<file path="config.mk">
export PLATFORM = sky130hd
export DESIGN_NAME = sqvt_div
export DESIGN_NICKNAME = d
export VERILOG_FILES = /design/src/hw/rtl/sqvt_pkg.sv /design/src/hw/rtl/sqvt_div.sv
export SDC_FILE = /design/constraint.sdc
export NUM_CORES = 2
export LEC_CHECK = 0
export BUFFER_PORTS_ARGS = -buffer_cell sky130_fd_sc_hd__buf_2
export CAP_MARGIN = 30
export CORE_MARGIN = 1.5
export CORE_UTILIZATION = 40
export DETAILED_ROUTE_END_ITERATION = 10
export PLACE_DENSITY_LB_ADDON = 0.12
export SLEW_MARGIN = 20
export SYNTH_ARGS = -nofsm -noshare
export SYNTH_HDL_FRONTEND = slang
export SYNTH_SLANG_ARGS = --single-unit
</file>
<file path="constraint.sdc">
create_clock -name clk -period 5.08 [get_ports clk]
set_clock_uncertainty 0.15 [all_clocks]
set_input_delay 0.762 -clock clk [delete_from_list [all_inputs] [get_ports clk]]
set_output_delay 0.762 -clock clk [all_outputs]
set_load 0.02 [all_outputs]
</file>
<file path="src/hw/rtl/sqvt_pkg.sv">
// ============================================================================
// sqvt_pkg: shared types and helpers for the sprite quad vertex transform
// Word layouts, register and corner codes, saturation and trig argument setup.
// ============================================================================
package sqvt_pkg;

    localparam int NUM_W     = 39;   // offset division numerator
    localparam int DEN_W     = 19;   // divisor, up to 64 * 8191
    localparam int QUO_W     = 18;   // quotient bits after offset
    localparam int P_W       = 36;   // rotated position, Q.20
    localparam int CFG_IDX_W = 3;
    localparam int CFG_DAT_W = 13;

    localparam logic signed [15:0] SAT_MAX = 16'sh7FFF;
    localparam logic signed [15:0] SAT_MIN = 16'sh8000;

    typedef enum logic [CFG_IDX_W-1:0] {
        REG_SCREEN_W = 3'd0,
        REG_SCREEN_H = 3'd1,
        REG_TEX_W    = 3'd2,
        REG_TEX_H    = 3'd3
    } cfg_reg_t;

    localparam logic [1:0] CORNER_TL = 2'd0;
    localparam logic [1:0] CORNER_TR = 2'd1;
    localparam logic [1:0] CORNER_BL = 2'd2;
    localparam logic [1:0] CORNER_BR = 2'd3;

    typedef struct packed {
        logic signed [15:0] dest_x;
        logic signed [15:0] dest_y;
        logic signed [15:0] dest_w;
        logic signed [15:0] dest_h;
        logic signed [15:0] src_x;
        logic signed [15:0] src_y;
        logic signed [15:0] src_w;
        logic signed [15:0] src_h;
        logic [15:0]        turn_angle;
        logic [31:0]        color_rgba;
    } sprite_t;

    typedef struct packed {
        logic [1:0]         corner_index;
        logic signed [15:0] ndc_x;
        logic signed [15:0] ndc_y;
        logic signed [15:0] tex_u;
        logic signed [15:0] tex_v;
        logic [31:0]        vertex_color;
        logic               last_corner;
    } vertex_t;

    // Quarter-wave argument of the sine polynomial
    typedef struct packed {
        logic [15:0] x;
        logic        neg;
    } trig_in_t;

    // Divider result: offset quotient plus out-of-range flags
    typedef struct packed {
        logic [QUO_W-1:0] q;
        logic             lo;
        logic             hi;
    } div_res_t;

    function automatic trig_in_t trig_arg(input logic [15:0] ph);
        trig_in_t    a;
        logic [14:0] rr;
        rr = ph[14] ? (15'd16384 - {1'b0, ph[13:0]}) : {1'b0, ph[13:0]};
        a.x   = {rr, 1'b0};
        a.neg = ph[15];
        return a;
    endfunction

    function automatic logic signed [15:0] sat16(input logic signed [19:0] v);
        logic signed [15:0] r;
        if (v > 20'sd32767)
            r = SAT_MAX;
        else if (v < -20'sd32768)
            r = SAT_MIN;
        else
            r = v[15:0];
        return r;
    endfunction

    // Remove the quotient offset of 2^17
    function automatic logic signed [19:0] div_val(input div_res_t d);
        return $signed({2'b00, d.q}) - 20'sd131072;
    endfunction

endpackage

</file>
<file path="src/hw/rtl/sqvt_div.sv">
// ============================================================================
// sqvt_div: pipelined restoring divider
// One quotient bit per stage; flags numerators outside the quotient range.
// ============================================================================
module sqvt_div (
    input  logic                          clk,
    input  logic                          adv,
    input  logic [sqvt_pkg::NUM_W-1:0]    num,
    input  logic [sqvt_pkg::DEN_W-1:0]    den,
    output sqvt_pkg::div_res_t            res
);
    import sqvt_pkg::*;

    logic [NUM_W-1:0] rem_reg [QUO_W];
    logic [QUO_W-1:0] quo_reg [QUO_W];
    logic             lo_reg  [QUO_W];
    logic             hi_reg  [QUO_W];
    logic [NUM_W-1:0] top_den;

    assign top_den = NUM_W'(den) << QUO_W;

    for (genvar i = 0; i < QUO_W; i++)
    begin : g_stage
        localparam int B = QUO_W - 1 - i;
        logic [NUM_W-1:0] rem_in, dsh;
        logic [QUO_W-1:0] quo_in;
        logic             lo_in, hi_in, ge;

        if (i == 0)
        begin : g_first
            assign rem_in = num;
            assign quo_in = '0;
            assign lo_in  = num[NUM_W-1];
            assign hi_in  = !num[NUM_W-1] && (num >= top_den);
        end
        else
        begin : g_next
            assign rem_in = rem_reg[i-1];
            assign quo_in = quo_reg[i-1];
            assign lo_in  = lo_reg[i-1];
            assign hi_in  = hi_reg[i-1];
        end

        assign dsh = NUM_W'(den) << B;
        assign ge  = rem_in >= dsh;

        always_ff @(posedge clk)
        begin
            if (adv)
            begin
                rem_reg[i] <= ge ? rem_in - dsh : rem_in;
                quo_reg[i] <= quo_in | (QUO_W'(ge) << B);
                lo_reg[i]  <= lo_in;
                hi_reg[i]  <= hi_in;
            end
        end
    end

    assign res.q  = quo_reg[QUO_W-1];
    assign res.lo = lo_reg[QUO_W-1];
    assign res.hi = hi_reg[QUO_W-1];
endmodule

</file>
After elaboration in Yosys (flattened, before gate mapping):

Memory sizes are Yosys's and may differ from the RTL's.
Cells that the tools add are included.

* add/subtract/negate cells: 18
* $lt $le $gt $ge: 19
* mux-type cells: 20
* bitwise logic cells: 17
* reduce and logical (&&, ||, !) cells: 2

Operators with widths (count)
* $mux 39: 18
* $ge 39x19->1: 1
* $ge 39x20->1: 1
* $ge 39x21->1: 1
* $ge 39x22->1: 1
* $ge 39x23->1: 1
* $ge 39x24->1: 1
* $ge 39x25->1: 1
* $ge 39x26->1: 1
* $ge 39x27->1: 1
* $ge 39x28->1: 1
* $ge 39x29->1: 1
* $ge 39x30->1: 1
* $ge 39x31->1: 1
* $ge 39x32->1: 1
* $ge 39x33->1: 1
* $ge 39x34->1: 1
* $ge 39x35->1: 1
* $ge 39x36->1: 1
* $ge 39x37->1: 1
* $sub 39x19->39: 1
* $sub 39x20->39: 1
* $sub 39x21->39: 1
* $sub 39x22->39: 1
* 34 further kinds: 35

* flip-flop bits (word level): 0
* RAM bits: 1062
* input port bits: 60
* output and inout bits: 20
* memories kept: 4

Memory list
* rem_reg: depth 18, width 39, rd ports 17, clocked after Yosys merged registers in 0, write ports 18, RTL line sqvt_div.sv:14 `logic [NUM_W-1:0] rem_reg [QUO_W];`
* quo_reg: depth 18, width 18, rd ports 18, clocked after Yosys merged registers in 0, write ports 18, RTL line sqvt_div.sv:15 `logic [QUO_W-1:0] quo_reg [QUO_W];`
* hi_reg: depth 18, width 1, rd ports 18, clocked after Yosys merged registers in 0, write ports 18, RTL line sqvt_div.sv:17 `logic hi_reg [QUO_W];`
* lo_reg: depth 18, width 1, rd ports 18, clocked after Yosys merged registers in 0, write ports 18, RTL line sqvt_div.sv:16 `logic lo_reg [QUO_W];`

Logic depth before layout (Yosys ltp):

An unclocked memory read counts as a cell.

* depth in word-level cells: 3
* mapped depth: 14
* depth with buffers taken out: 13

Worst setup path after synthesis:

OpenSTA, ideal clock, no wires.

* kind: input to register
* from: input port den[1] (netlist bit)
* to: memory rem_reg[11][30], data pin
* library setup time: 273 ps
* data arrival time: 3712 ps
* setup slack: 946 ps
* stages: 12
* cell sequence: inv_1 ha_1 or4bb_1 or3_1 nor4_1 a211o_1 a21o_1 buf_2 nor2b_1 a21boi_1 nor4b_1 xor2_1

RTL lines
* from (decl): RTL line sqvt_div.sv:9 `input logic [sqvt_pkg::DEN_W-1:0] den,`
* to (decl): RTL line sqvt_div.sv:14

==> results_dict.tcl <==
set metrics [dict create \
    outcome "completed" \
    clkPwrFrac_pct 24.5 \
    p_sw_mw 10.4 \
    cts_setup_buffers 0 \
    hold_start "num[0]" \
    h-tree-depth 3 \
    vias_per_cell 5.51 \
    wirelength_um 126000 \
    ant_nets 0 \
    drv_cap 0 \
    syn_inst 4443 \
    r2r-start "rem_reg[14][26]" \
    core_area_um2 124000 \
    worstPathArrival_ns 4.21 \
    grt_pass1_wl_um 196000 \
    synth-seq-cells 870 \
    yosys_warnings 0 \
    synth_nets 4881 \
    drv_slew 0 \
    reg2reg_slack_ns 1.21 \
    firstDrtPassIters 6 \
    drive_above_1_share_pct 9.64 \
    clockBufferDepth 3 \
    die_w_um 358 \
    num_rows 129 \
    synth-edff-count 870 \
    numCtsBuffers 99 \
    vdd_drop_max_uv 333 \
    finalNetCount 5054 \
    vias 34900 \
    leakagePower_nw 21.0 \
    yosys_most_used_dff "edfxtp_1" \
    postSynthAreaPerCell_um2 11.3 \
    seqPwrFrac_pct 39.0 \
    cts_resized 0 \
    whs_endpoint "rem_reg[0][0]" \
    antenna_found_initial 2 \
    gp_congestion 0.870 \
    path_clk_slew_ns 0.06 \
    grt_overflow_total 0 \
    critPathRequiredTime_ns 5.38 \
    dp_slack_ns 0.387 \
    die_y_um 358 \
    power_density_nw_per_um2 526 \
    period_share_pct 76.9 \
    root_buffer "clkbuf_16" \
    dp.cells 6152 \
    async_flop_share_pct 0 \
    p_int_mw 19.4 \
    area_growth_pct 12.5 \
    holdCritPathClass "in2reg" \
    dr.first_iter.drc_count 2605 \
    rsz0062_at_grt "no" \
    crit_type "in2reg" \
    cts_hold_buf 0 \
    final_util_pct 45.6 \
    hold-path-cell-count 1 \
    setup_slack_ns 1.17 \
    largest_register_ffs 663 \
    avgRoutedWirePerCell_um 19.8 \
    pin_count 80 \
    timing.setup.tns_ns 0 \
    cts.sinks 870 \
    fin_crit_ns 3.91 \
    path_max_fanout 8 \
    hpwl_um 91100 \
    numPortBuffers 79 \
    synth_cell_types 90 \
    hold_slack_ns 0.0851 \
    r2r-end "rem_reg[15][26]" \
    dieArea_um2 128000 \
    track_usage_pct 19.6 \
    ys_seq_area_share_pct 51.9 \
    cp-end-kind "flip-flop" \
    worst_slew_pin_slew_ns 0.850 \
    setup_viol 0 \
    grt_max_degree 117 \
    start_util_pct 40.5 \
    clk_latency_ns 0.72 \
    grt_pass1_vias 33900 \
    rr_worst_depth 10 \
    slew_headroom_pct 41.9 \
    switching_share_pct 35.0 \
    fmax_mhz 256 \
    fin_cells 6336 \
    hold_viol 0 \
    p_comb_share_pct 36.5 \
    cts_tree "yes" \
    drc 0 \
    critPathLaunchType "input pin" \
    synth_area_um2 50300 \
]
[critical path: stages]
cell and delay, ns:
buf_2 0.09, inv_1 0.33, buf_4 0.31, ha_1 0.30, nor2b_1 0.15, o21ai_0 0.20, a21oi_1 0.15, o31ai_1 0.49
o21ai_0 0.30, a221o_1 0.35, a21o_1 0.20, a2111o_1 0.42, xnor2_1 0.13
[power groups by stage]
| stage | combinational, mW | clock [mW] | sequential (mW) |
|---|---|---|---|
| after floorplan | 8.42 | 0 | 11.1 |
| after global placement | 10.8 | 0 | 11.8 |
| after detailed placement | 10.8 | 0 | 11.8 |
| after CTS | 10.9 | 7.53 | 11.6 |
| after global routing | 12.2 | 7.78 | 11.8 |
| final | 10.9 | 7.29 | 11.6 |
[Yosys cell counts (16+ instances only)]
library cell / number / area (um2)
nor2_1: 352 / 1320
o21bai_1: 28 / 210
nor2b_1: 64 / 400
nand2_1: 296 / 1110
inv_1: 126 / 473
edfxtp_1: 870 / 26100
a21oi_1: 370 / 1850
nand2b_1: 63 / 394
and3_1: 30 / 188
a21o_1: 138 / 1040
or3_1: 48 / 300
xor2_1: 187 / 1640
a211oi_1: 36 / 270
nand3_1: 92 / 460
clkbuf_1: 83 / 312
nand3b_1: 17 / 128
xnor2_1: 238 / 2080
or4_1: 25 / 188
a31oi_1: 34 / 213
o21ai_0: 260 / 1300
fa_1: 17 / 340
ha_1: 361 / 4520
o31ai_1: 31 / 233
mux2_2: 77 / 867
nor4_1: 77 / 482
o21a_1: 64 / 480
or2_2: 16 / 100
nand4_1: 49 / 307
o211ai_1: 20 / 150
nor3_1: 109 / 546
nor4b_1: 19 / 166
[worst max-delay path by stage]
stage	from	end	depth (start not counted)
6_report	den[2]	rem_reg[7][36]	13
5_1_grt	den[1]	rem_reg[4][34]	13
4_1_cts	den[13]	rem_reg[6][37]	13
3_5_place_dp	den[13]	rem_reg[6][37]	13
3_3_place_gp	den[13]	rem_reg[6][37]	13
2_1_floorplan	den[1]	rem_reg[11][30]	12
[routing by layer]
metal / GRT usage, % / share of wire, % / vias to the layer above
met3: 2.65 / 3.5 / 176
met5: 0 / 0 / -
met4: 4.99 / 2.3 / 0
li1: - / - / 17200
met2: 33.2 / 48 / 605
met1: 26.5 / 46 / 16900
[area by class of cell]
class / instances / area, um2
antenna: 1 / 2.50
clock buffer: 114 / 2530
inverter: 128 / 480
sequential: 870 / 26100
fill: 11400 / 67600
clock inverter: 69 / 771
multi-input combinational: 3346 / 23400
timing repair buffer: 171 / 1310
tap: 1637 / 2050
[placed cells by master, fill, tap and decap left out, types with 30 or more instances in the layout]
cell / n
a211oi_1: 36
a21o_1: 138
a21oi_1: 370
a31oi_1: 32
and3_1: 30
buf_2: 78
buf_4: 75
clkbuf_16: 99
edfxtp_1: 870
ha_1: 361
inv_1: 125
mux2_2: 77
nand2_1: 296
nand2b_1: 63
nand3_1: 92
nand4_1: 49
nor2_1: 352
nor2b_1: 64
nor3_1: 108
nor4_1: 76
o21a_1: 64
o21ai_0: 260
o31ai_1: 31
or3_1: 48
xnor2_1: 238
xor2_1: 187
[per-stage QoR]
step | power [mW] | area [um2]
6_report | 29.8 | 56700
5_1_grt | 31.8 | 56600
4_1_cts | 30.0 | 56600
3_5_place_dp | 22.6 | 53300
3_3_place_gp | 22.6 | 53300
2_1_floorplan | 19.5 | 50300
[cell families after synthesis]
| logic type | synth area share [%] |
|---|---|
| buffers and inverters | 1.76 |
| adders and majority gates | 9.65 |
| and+or+nand+nor | 13.6 |
| DFF | 51.9 |
| muxes | 1.86 |
| xor gates and xnor gates | 7.39 |
| AOI/OAI and AO/OA | 13.9 |
Power figures use the tool's default switching activity.
