`src/hw/rtl/sqvt_pkg.sv`:
```
// ============================================================================
// sqvt_pkg: shared types and helpers for the sprite quad vertex transform
// Word layouts, register and corner codes, saturation and trig argument setup.
// ============================================================================
package sqvt_pkg;

    localparam int NUM_W     = 39;   // offset division numerator
    localparam int DEN_W     = 19;   // divisor, up to 64 * 8191
    localparam int QUO_W     = 18;   // quotient bits after offset
    localparam int P_W       = 36;   // rotated position, Q.20
    localparam int CFG_IDX_W = 3;
    localparam int CFG_DAT_W = 13;

    localparam logic signed [15:0] SAT_MAX = 16'sh7FFF;
    localparam logic signed [15:0] SAT_MIN = 16'sh8000;

    typedef enum logic [CFG_IDX_W-1:0] {
        REG_SCREEN_W = 3'd0,
        REG_SCREEN_H = 3'd1,
        REG_TEX_W    = 3'd2,
        REG_TEX_H    = 3'd3
    } cfg_reg_t;

    localparam logic [1:0] CORNER_TL = 2'd0;
    localparam logic [1:0] CORNER_TR = 2'd1;
    localparam logic [1:0] CORNER_BL = 2'd2;
    localparam logic [1:0] CORNER_BR = 2'd3;

    typedef struct packed {
        logic signed [15:0] dest_x;
        logic signed [15:0] dest_y;
        logic signed [15:0] dest_w;
        logic signed [15:0] dest_h;
        logic signed [15:0] src_x;
        logic signed [15:0] src_y;
        logic signed [15:0] src_w;
        logic signed [15:0] src_h;
        logic [15:0]        turn_angle;
        logic [31:0]        color_rgba;
    } sprite_t;

    typedef struct packed {
        logic [1:0]         corner_index;
        logic signed [15:0] ndc_x;
        logic signed [15:0] ndc_y;
        logic signed [15:0] tex_u;
        logic signed [15:0] tex_v;
        logic [31:0]        vertex_color;
        logic               last_corner;
    } vertex_t;

    // Quarter-wave argument of the sine polynomial
    typedef struct packed {
        logic [15:0] x;
        logic        neg;
    } trig_in_t;

    // Divider result: offset quotient plus out-of-range flags
    typedef struct packed {
        logic [QUO_W-1:0] q;
        logic             lo;
        logic             hi;
    } div_res_t;

    function automatic trig_in_t trig_arg(input logic [15:0] ph);
        trig_in_t    a;
        logic [14:0] rr;
        rr = ph[14] ? (15'd16384 - {1'b0, ph[13:0]}) : {1'b0, ph[13:0]};
        a.x   = {rr, 1'b0};
        a.neg = ph[15];
        return a;
    endfunction

    function automatic logic signed [15:0] sat16(input logic signed [19:0] v);
        logic signed [15:0] r;
        if (v > 20'sd32767)
            r = SAT_MAX;
        else if (v < -20'sd32768)
            r = SAT_MIN;
        else
            r = v[15:0];
        return r;
    endfunction

    // Remove the quotient offset of 2^17
    function automatic logic signed [19:0] div_val(input div_res_t d);
        return $signed({2'b00, d.q}) - 20'sd131072;
    endfunction

endpackage

```
`src/hw/rtl/sqvt_trig.sv`:
```
// ============================================================================
// sqvt_trig: four-stage sine polynomial
// Q1.15 quarter-wave sine with quadrant sign, one multiply per stage.
// ============================================================================
module sqvt_trig (
    input  logic                clk,
    input  logic                adv,
    input  sqvt_pkg::trig_in_t  arg,
    output logic signed [15:0]  val
);
    import sqvt_pkg::*;

    logic [15:0] b_x_reg, b_x2_reg, c_x_reg, c_x2_reg, d_x_reg;
    logic        b_neg_reg, c_neg_reg, d_neg_reg;
    logic [13:0] c_t1_reg;
    logic [14:0] d_t2_reg;
    logic signed [15:0] e_val_reg;

    logic [31:0] m0;
    logic [26:0] m1;
    logic [29:0] m2;
    logic [30:0] m3;
    logic [16:0] y;

    assign m0 = 32'(arg.x) * 32'(arg.x);
    assign m1 = 27'(b_x2_reg) * 27'd1160;
    assign m2 = 30'(c_t1_reg) * 30'(c_x2_reg);
    assign m3 = 31'(d_x_reg) * 31'(d_t2_reg);
    assign y  = m3[30:14];

    always_ff @(posedge clk)
    begin
        if (adv)
        begin
            b_x_reg   <= arg.x;
            b_neg_reg <= arg.neg;
            b_x2_reg  <= m0[30:15];
            c_x_reg   <= b_x_reg;
            c_neg_reg <= b_neg_reg;
            c_x2_reg  <= b_x2_reg;
            c_t1_reg  <= 14'd10512 - 14'(m1 >> 15);
            d_x_reg   <= c_x_reg;
            d_neg_reg <= c_neg_reg;
            d_t2_reg  <= 15'd25736 - 15'(m2 >> 15);
            if (y > 17'd32767)
                e_val_reg <= d_neg_reg ? -SAT_MAX : SAT_MAX;
            else
                e_val_reg <= d_neg_reg ? -$signed(y[15:0]) : $signed(y[15:0]);
        end
    end

    assign val = e_val_reg;
endmodule

```
`config.mk`:
```
export PLATFORM = sky130hd
export DESIGN_NAME = sqvt_trig
export DESIGN_NICKNAME = d
export VERILOG_FILES = /design/src/hw/rtl/sqvt_pkg.sv /design/src/hw/rtl/sqvt_trig.sv
export SDC_FILE = /design/constraint.sdc
export NUM_CORES = 2
export LEC_CHECK = 0
export BUFFER_PORTS_ARGS = -buffer_cell sky130_fd_sc_hd__buf_2
export CORE_AREA = 2 2 251 253
export CTS_CLUSTER_DIAMETER = 120
export DETAILED_ROUTE_END_ITERATION = 16
export DIE_AREA = 0 0 253 255
export PLACE_DENSITY_LB_ADDON = 0.12
export SLEW_MARGIN = 15
export SYNTH_ARGS = -nofsm -noshare
export SYNTH_HDL_FRONTEND = slang
export SYNTH_SLANG_ARGS = --single-unit
```
`constraint.sdc`:
```
create_clock -name clk -period 9.25 [get_ports clk]
set_clock_uncertainty 0.15 [all_clocks]
set_input_delay 0.4625 -clock clk [delete_from_list [all_inputs] [get_ports clk]]
set_output_delay 0.4625 -clock clk [all_outputs]
set_load 0.05 [all_outputs]
```
# Word-level counts from Yosys, hierarchy flattened

Cells that the tools add are included.

Add/subtract/negate cells: 3
$mul: 4
Order comparisons: 1
Muxes and demuxes: 3

Operator list:

| operator                                              | count |
|---|---|
| 2-to-1 mux 16 bit                                     | 3 |
| multiplier 16 x 15 -> 31 bit                          | 1 |
| multiplier 16 x 16 -> 31 bit                          | 1 |
| multiplier 14 x 16 -> 30 bit                          | 1 |
| multiplier 16 x 8 -> 24 bit (second input constant)   | 1 |
| > comparator 17 x 15 -> 1 bit (second input constant) | 1 |
| negator 16 bit                                        | 1 |
| subtractor 15 bit (first input constant)              | 1 |
| subtractor 14 x 12 -> 14 bit (first input constant)   | 1 |

Register bits after elaboration: 128
Bits of input ports: 19
Output and inout bits: 16
Logic and storage cells: 22

# Longest topological paths before layout

Depth in word-level cells: 4
Gate-level depth with buffers: 32
Depth with buffers taken out: 31

# Least setup slack after synthesis

OpenSTA, ideal clock, no wires.

Kind: reg2reg
Start point: reg c_t1_reg[2]
End point: reg d_t2_reg[14], data pin
Setup time: 0.264 ns
Data arrival time: 7.023 ns
Data required time: 8.836 ns
Path slack: 1.813 ns
Cell stages (with the launch flop): 30
Buffers on the path: 1
Clock period less this slack: 7.437 ns
Cell sequence: edfxtp_1 > clkbuf_1 > and2_1 > fa_1 > inv_1 > fa_1 > inv_1 > fa_1 > fa_1 > fa_1 > inv_1 > fa_1 > inv_1 > ha_1 > and3_1 > and3_1 > a22oi_2 > nand2_1 > nor2_1 > xnor2_1 > ha_1 > inv_1 > o41ai_1 > a211oi_1 > or3_1 > nor4_1 > o21a_1 > o21ai_1 > a221oi_1 > xnor2_1

Cells in the longest elaborated chain, start to end: 2

RTL lines:

| element                      | line            | RTL |
|---|---|---|
| from (decl)                  | sqvt_trig.sv:15 | `logic [13:0] c_t1_reg;` |
| from (signal assigned)       | sqvt_trig.sv:41 | `c_t1_reg <= 14'd10512 - 14'(m1 >> 15);` |
| multiplier 14 x 16 -> 30 bit | sqvt_trig.sv:27 | `assign m2 = 30'(c_t1_reg) * 30'(c_x2_reg);` |
| subtractor 15 bit            | sqvt_trig.sv:44 | `d_t2_reg <= 15'd25736 - 15'(m2 >> 15);` |
| to (signal assigned)         | sqvt_trig.sv:44 |  |
| to (decl)                    | sqvt_trig.sv:16 | `logic [14:0] d_t2_reg;` |

Every way passes these cells.
A chain may end at the register's enable or synchronous reset.

# Worst setup path after layout

Start point: reg d_t2_reg[6]
End point: reg e_val_reg[6] (netlist: val[6]), data pin

Cells in the longest elaborated chain, start to end: 4
Elaborated cells between the ends (all ways): 5
Classes of those cells: add/sub (1); mul (1); order compare (1); mux (2)

RTL lines:

| element                          | line            | RTL |
|---|---|---|
| multiplier 16 x 15 -> 31 bit (*) | sqvt_trig.sv:28 | `assign m3 = 31'(d_x_reg) * 31'(d_t2_reg);` |
| negator 16 bit                   | sqvt_trig.sv:48 | `e_val_reg <= d_neg_reg ? -$signed(y[15:0]) : $signed(y[15:0]);` |
| 2-to-1 mux 16 bit                | sqvt_trig.sv:48 |  |
| 2-to-1 mux 16 bit (*)            | sqvt_trig.sv:45 | `if (y > 17'd32767)` |
| to (signal assigned)             | sqvt_trig.sv:46 | `e_val_reg <= d_neg_reg ? -SAT_MAX : SAT_MAX;` |
| to (signal assigned)             | sqvt_trig.sv:48 |  |
| to (decl)                        | sqvt_trig.sv:17 | `logic signed [15:0] e_val_reg;` |

Every way passes the cells marked *; elsewhere a longest branch is shown, timed or not.

==> impl_metrics.ini <==
[run_status]
status = finished, final reports clean

[synthesis]
synth_edf_count = 128
ys_ff_latch = 128
yosysWarnings = 0
avgSynthCellArea_um2 = 9.657
synthArstFlopShare_pct = 0
ys_types = 87
synth_flop_cell = edfxtp_1
synth_most_common_cell = inv_1
syn_area_um2 = 27510
synth_common_cells = inv_1, fa_1, ha_1
syn_inst = 2849
ys_seq_area_share_pct = 13.97
ys_top_cells_by_area = fa_1, ha_1, edfxtp_1, inv_1, and2_1
synth_top_area_share_pct = 37.40
syn_nets = 3719
synth_area_leader_cell = fa_1

[worst_setup_path]
path_max_fanout = 16
crit_top_cell = fa_1
worstSetupEndpointType = flop
rrSetupSlack_ps = 720
critical_path_class = flop to flop
reg2reg_depth = 24
slowest_delay_ps = 830
rr_startpoint = d_t2_reg[6]$_DFFE_PP_
required_ps = 9340
cp_slowest_cell = edfxtp_1
startpoint_type = flop
path_cells = nand2_1 > fa_1 > inv_1 > fa_1 > inv_1 > fa_1 > inv_1 > fa_1 > fa_1 > inv_1 > fa_1 > inv_1 > ha_1 > and2_1 > a221o_1 > a21oi_4 > o21ai_1 > a311o_1 > a41oi_2 > mux2i_1 > nor2_2 > a41oi_2 > nor2b_2 > a2111oi_2
r2r_end = val[6]$_DFFE_PP_
crit_arrival_ps = 8620
cp-startpoint = d_t2_reg[6]$_DFFE_PP_

[route]
drc = 0
ant_nets = 0
viasPerCell = 5.069
drt-initial-drc-count = 863
vias = 18415
routedWlPerCell_um = 16.92
dr.pass1.iters = 7
finalWirelength_um = 61450

[timing]
drv_slew = 0
setup_viol = 0
fin_tns_setup_ps = 0
worst_pin_slew_ps = 1053
finalCriticalPeriod_ps = 8531
period_share_pct = 92.23
relSlewSlack_pct = 29.77
whs_ps = 43.10
grt_setup_unrepaired = no
fmax_mhz = 117.2
hold_viol_final = 0

[place]
dpl-instance-area_um2 = 28410
dp_cells = 3601
routabilityCongestion = 0.8855
portBuffers = 34
hpwl_um = 50290

[min_path]
whs_endpoint = b_neg_reg$_DFFE_PP_
min_from = arg[0]
hold_class = primary input to flop
hold_depth = 1

[clock_tree]
postCtsSetupBuffers = 0
h-tree-depth = 4
cts_inserted_buffers = 17
cts_hold_buf = 0
clockBufferDepth = 2
cts_root_buffer = clkbuf_16
clk_pin_slew_ps = 70
clock-sinks = 128
cts.repair.resized = 0
cts_tree = built
insertion_delay_ps = 440

[floorplan]
ios = 35
rows = 92
fp.dieH_um = 255
core_um2 = 62160
die_x_um = 253
dieArea_um2 = 64520
initial_core_util_pct = 44.26

[finish]
finalNetCount = 3691
final_cells = 3633
area_delta_synth_final_pct = 5.571
antennaDiodeCount = 0
final_cell_area_um2 = 29040
drive_gt1_share_pct = 3.705

[global_routing]
grt_pass1_wl_um = 100800
grt-ovfl-total = 0
grt_pass1_vias = 19479
grt_antenna_before_repair = 0
grt_max_degree = 83
grtUsageTotal_pct = 19.91

[flow_run]
drv_cap = 0
## how the worst max path moves through the flow
stage | to | slack, ps | cells past startpoint
floorplan | d_t2_reg[14]$_DFFE_PP_ | 1810 | 29
global placement | d_t2_reg[14]$_DFFE_PP_ | 1150 | 30
detailed placement | val[6]$_DFFE_PP_ | 800 | 26
CTS | val[6]$_DFFE_PP_ | 790 | 24
global route | val[6]$_DFFE_PP_ | 250 | 23
finish | val[6]$_DFFE_PP_ | 720 | 24
## critical path: cells and delay by family (launching register included)
kind / cells / cell delay [ps]
buf+inv: 5 / 280
flops: 1 / 830
compound gates: 7 / 2700
fa+ha+maj: 7 / 3330
mux: 1 / 340
simple gates: 4 / 670
## layout make-up
| class | count | area, um^2 |
|---|---|---|
| Fill cell | 5924 | 33120 |
| Sequential cell | 128 | 3844 |
| Timing Repair Buffer | 44 | 251.5 |
| Clock inverter | 15 | 207.7 |
| Multi-Input combinational cell | 1935 | 20710 |
| Tap cell | 799 | 999.7 |
| Clock buffer | 17 | 425.4 |
| Inverter | 695 | 2609 |
## cell usage in the layout (no fill, tap or decap), types with 7 or more instances in the layout
cell type,instances
nand4_1,10
o21ai_0,26
a21oi_1,41
a211oi_1,7
and3_1,14
edfxtp_1,128
o21a_1,15
nor2_1,60
or4_1,7
a31oi_1,8
inv_1,694
nand3_1,19
nor3_1,19
fa_1,514
buf_4,10
a21o_1,25
or3_1,8
and2_1,278
o21ai_1,14
nor2b_1,10
xor2_1,30
nand2_1,335
xnor2_1,51
ha_1,337
buf_2,33
nand2b_1,8
clkbuf_16,17
## per-layer routing
metal	share of wire (%)	wire (um)	track usage (%)
met1	46	28020	27.25
met2	49	29900	33.37
met3	3.2	1983	2.400
met4	2.5	1556	5.799
met5	0	0	0
## through the flow
| step | worst slack, ps | utilization (%) |
|---|---|---|
| 2_1_floorplan | 1813 | - |
| 4_1_cts | 789.3 | 46.73 |
| 3_5_place_dp | 802.8 | 45.71 |
| 3_3_place_gp | 1151 | 45.71 |
| 5_1_grt | 250.8 | 46.73 |
| 6_report | 718.9 | 46.73 |
## kinds of logic (layout without fill, tap and decap cells)
logic type | Yosys count | in the layout | synth area share (%)
adders and majority gates | 851 | 851 | 52.73
buffers and inverters | 786 | 771 | 10.76
xor gates and xnor gates | 81 | 81 | 2.579
and+or+nand+nor | 795 | 795 | 14.50
DFF | 128 | 128 | 13.97
muxes | 4 | 4 | 0.1501
AOI/OAI and AO/OA | 204 | 204 | 5.308
Power is left out: the tool's default activity adds up to more than one toggle a clock period on the data nets, which glitch-free logic cannot reach.
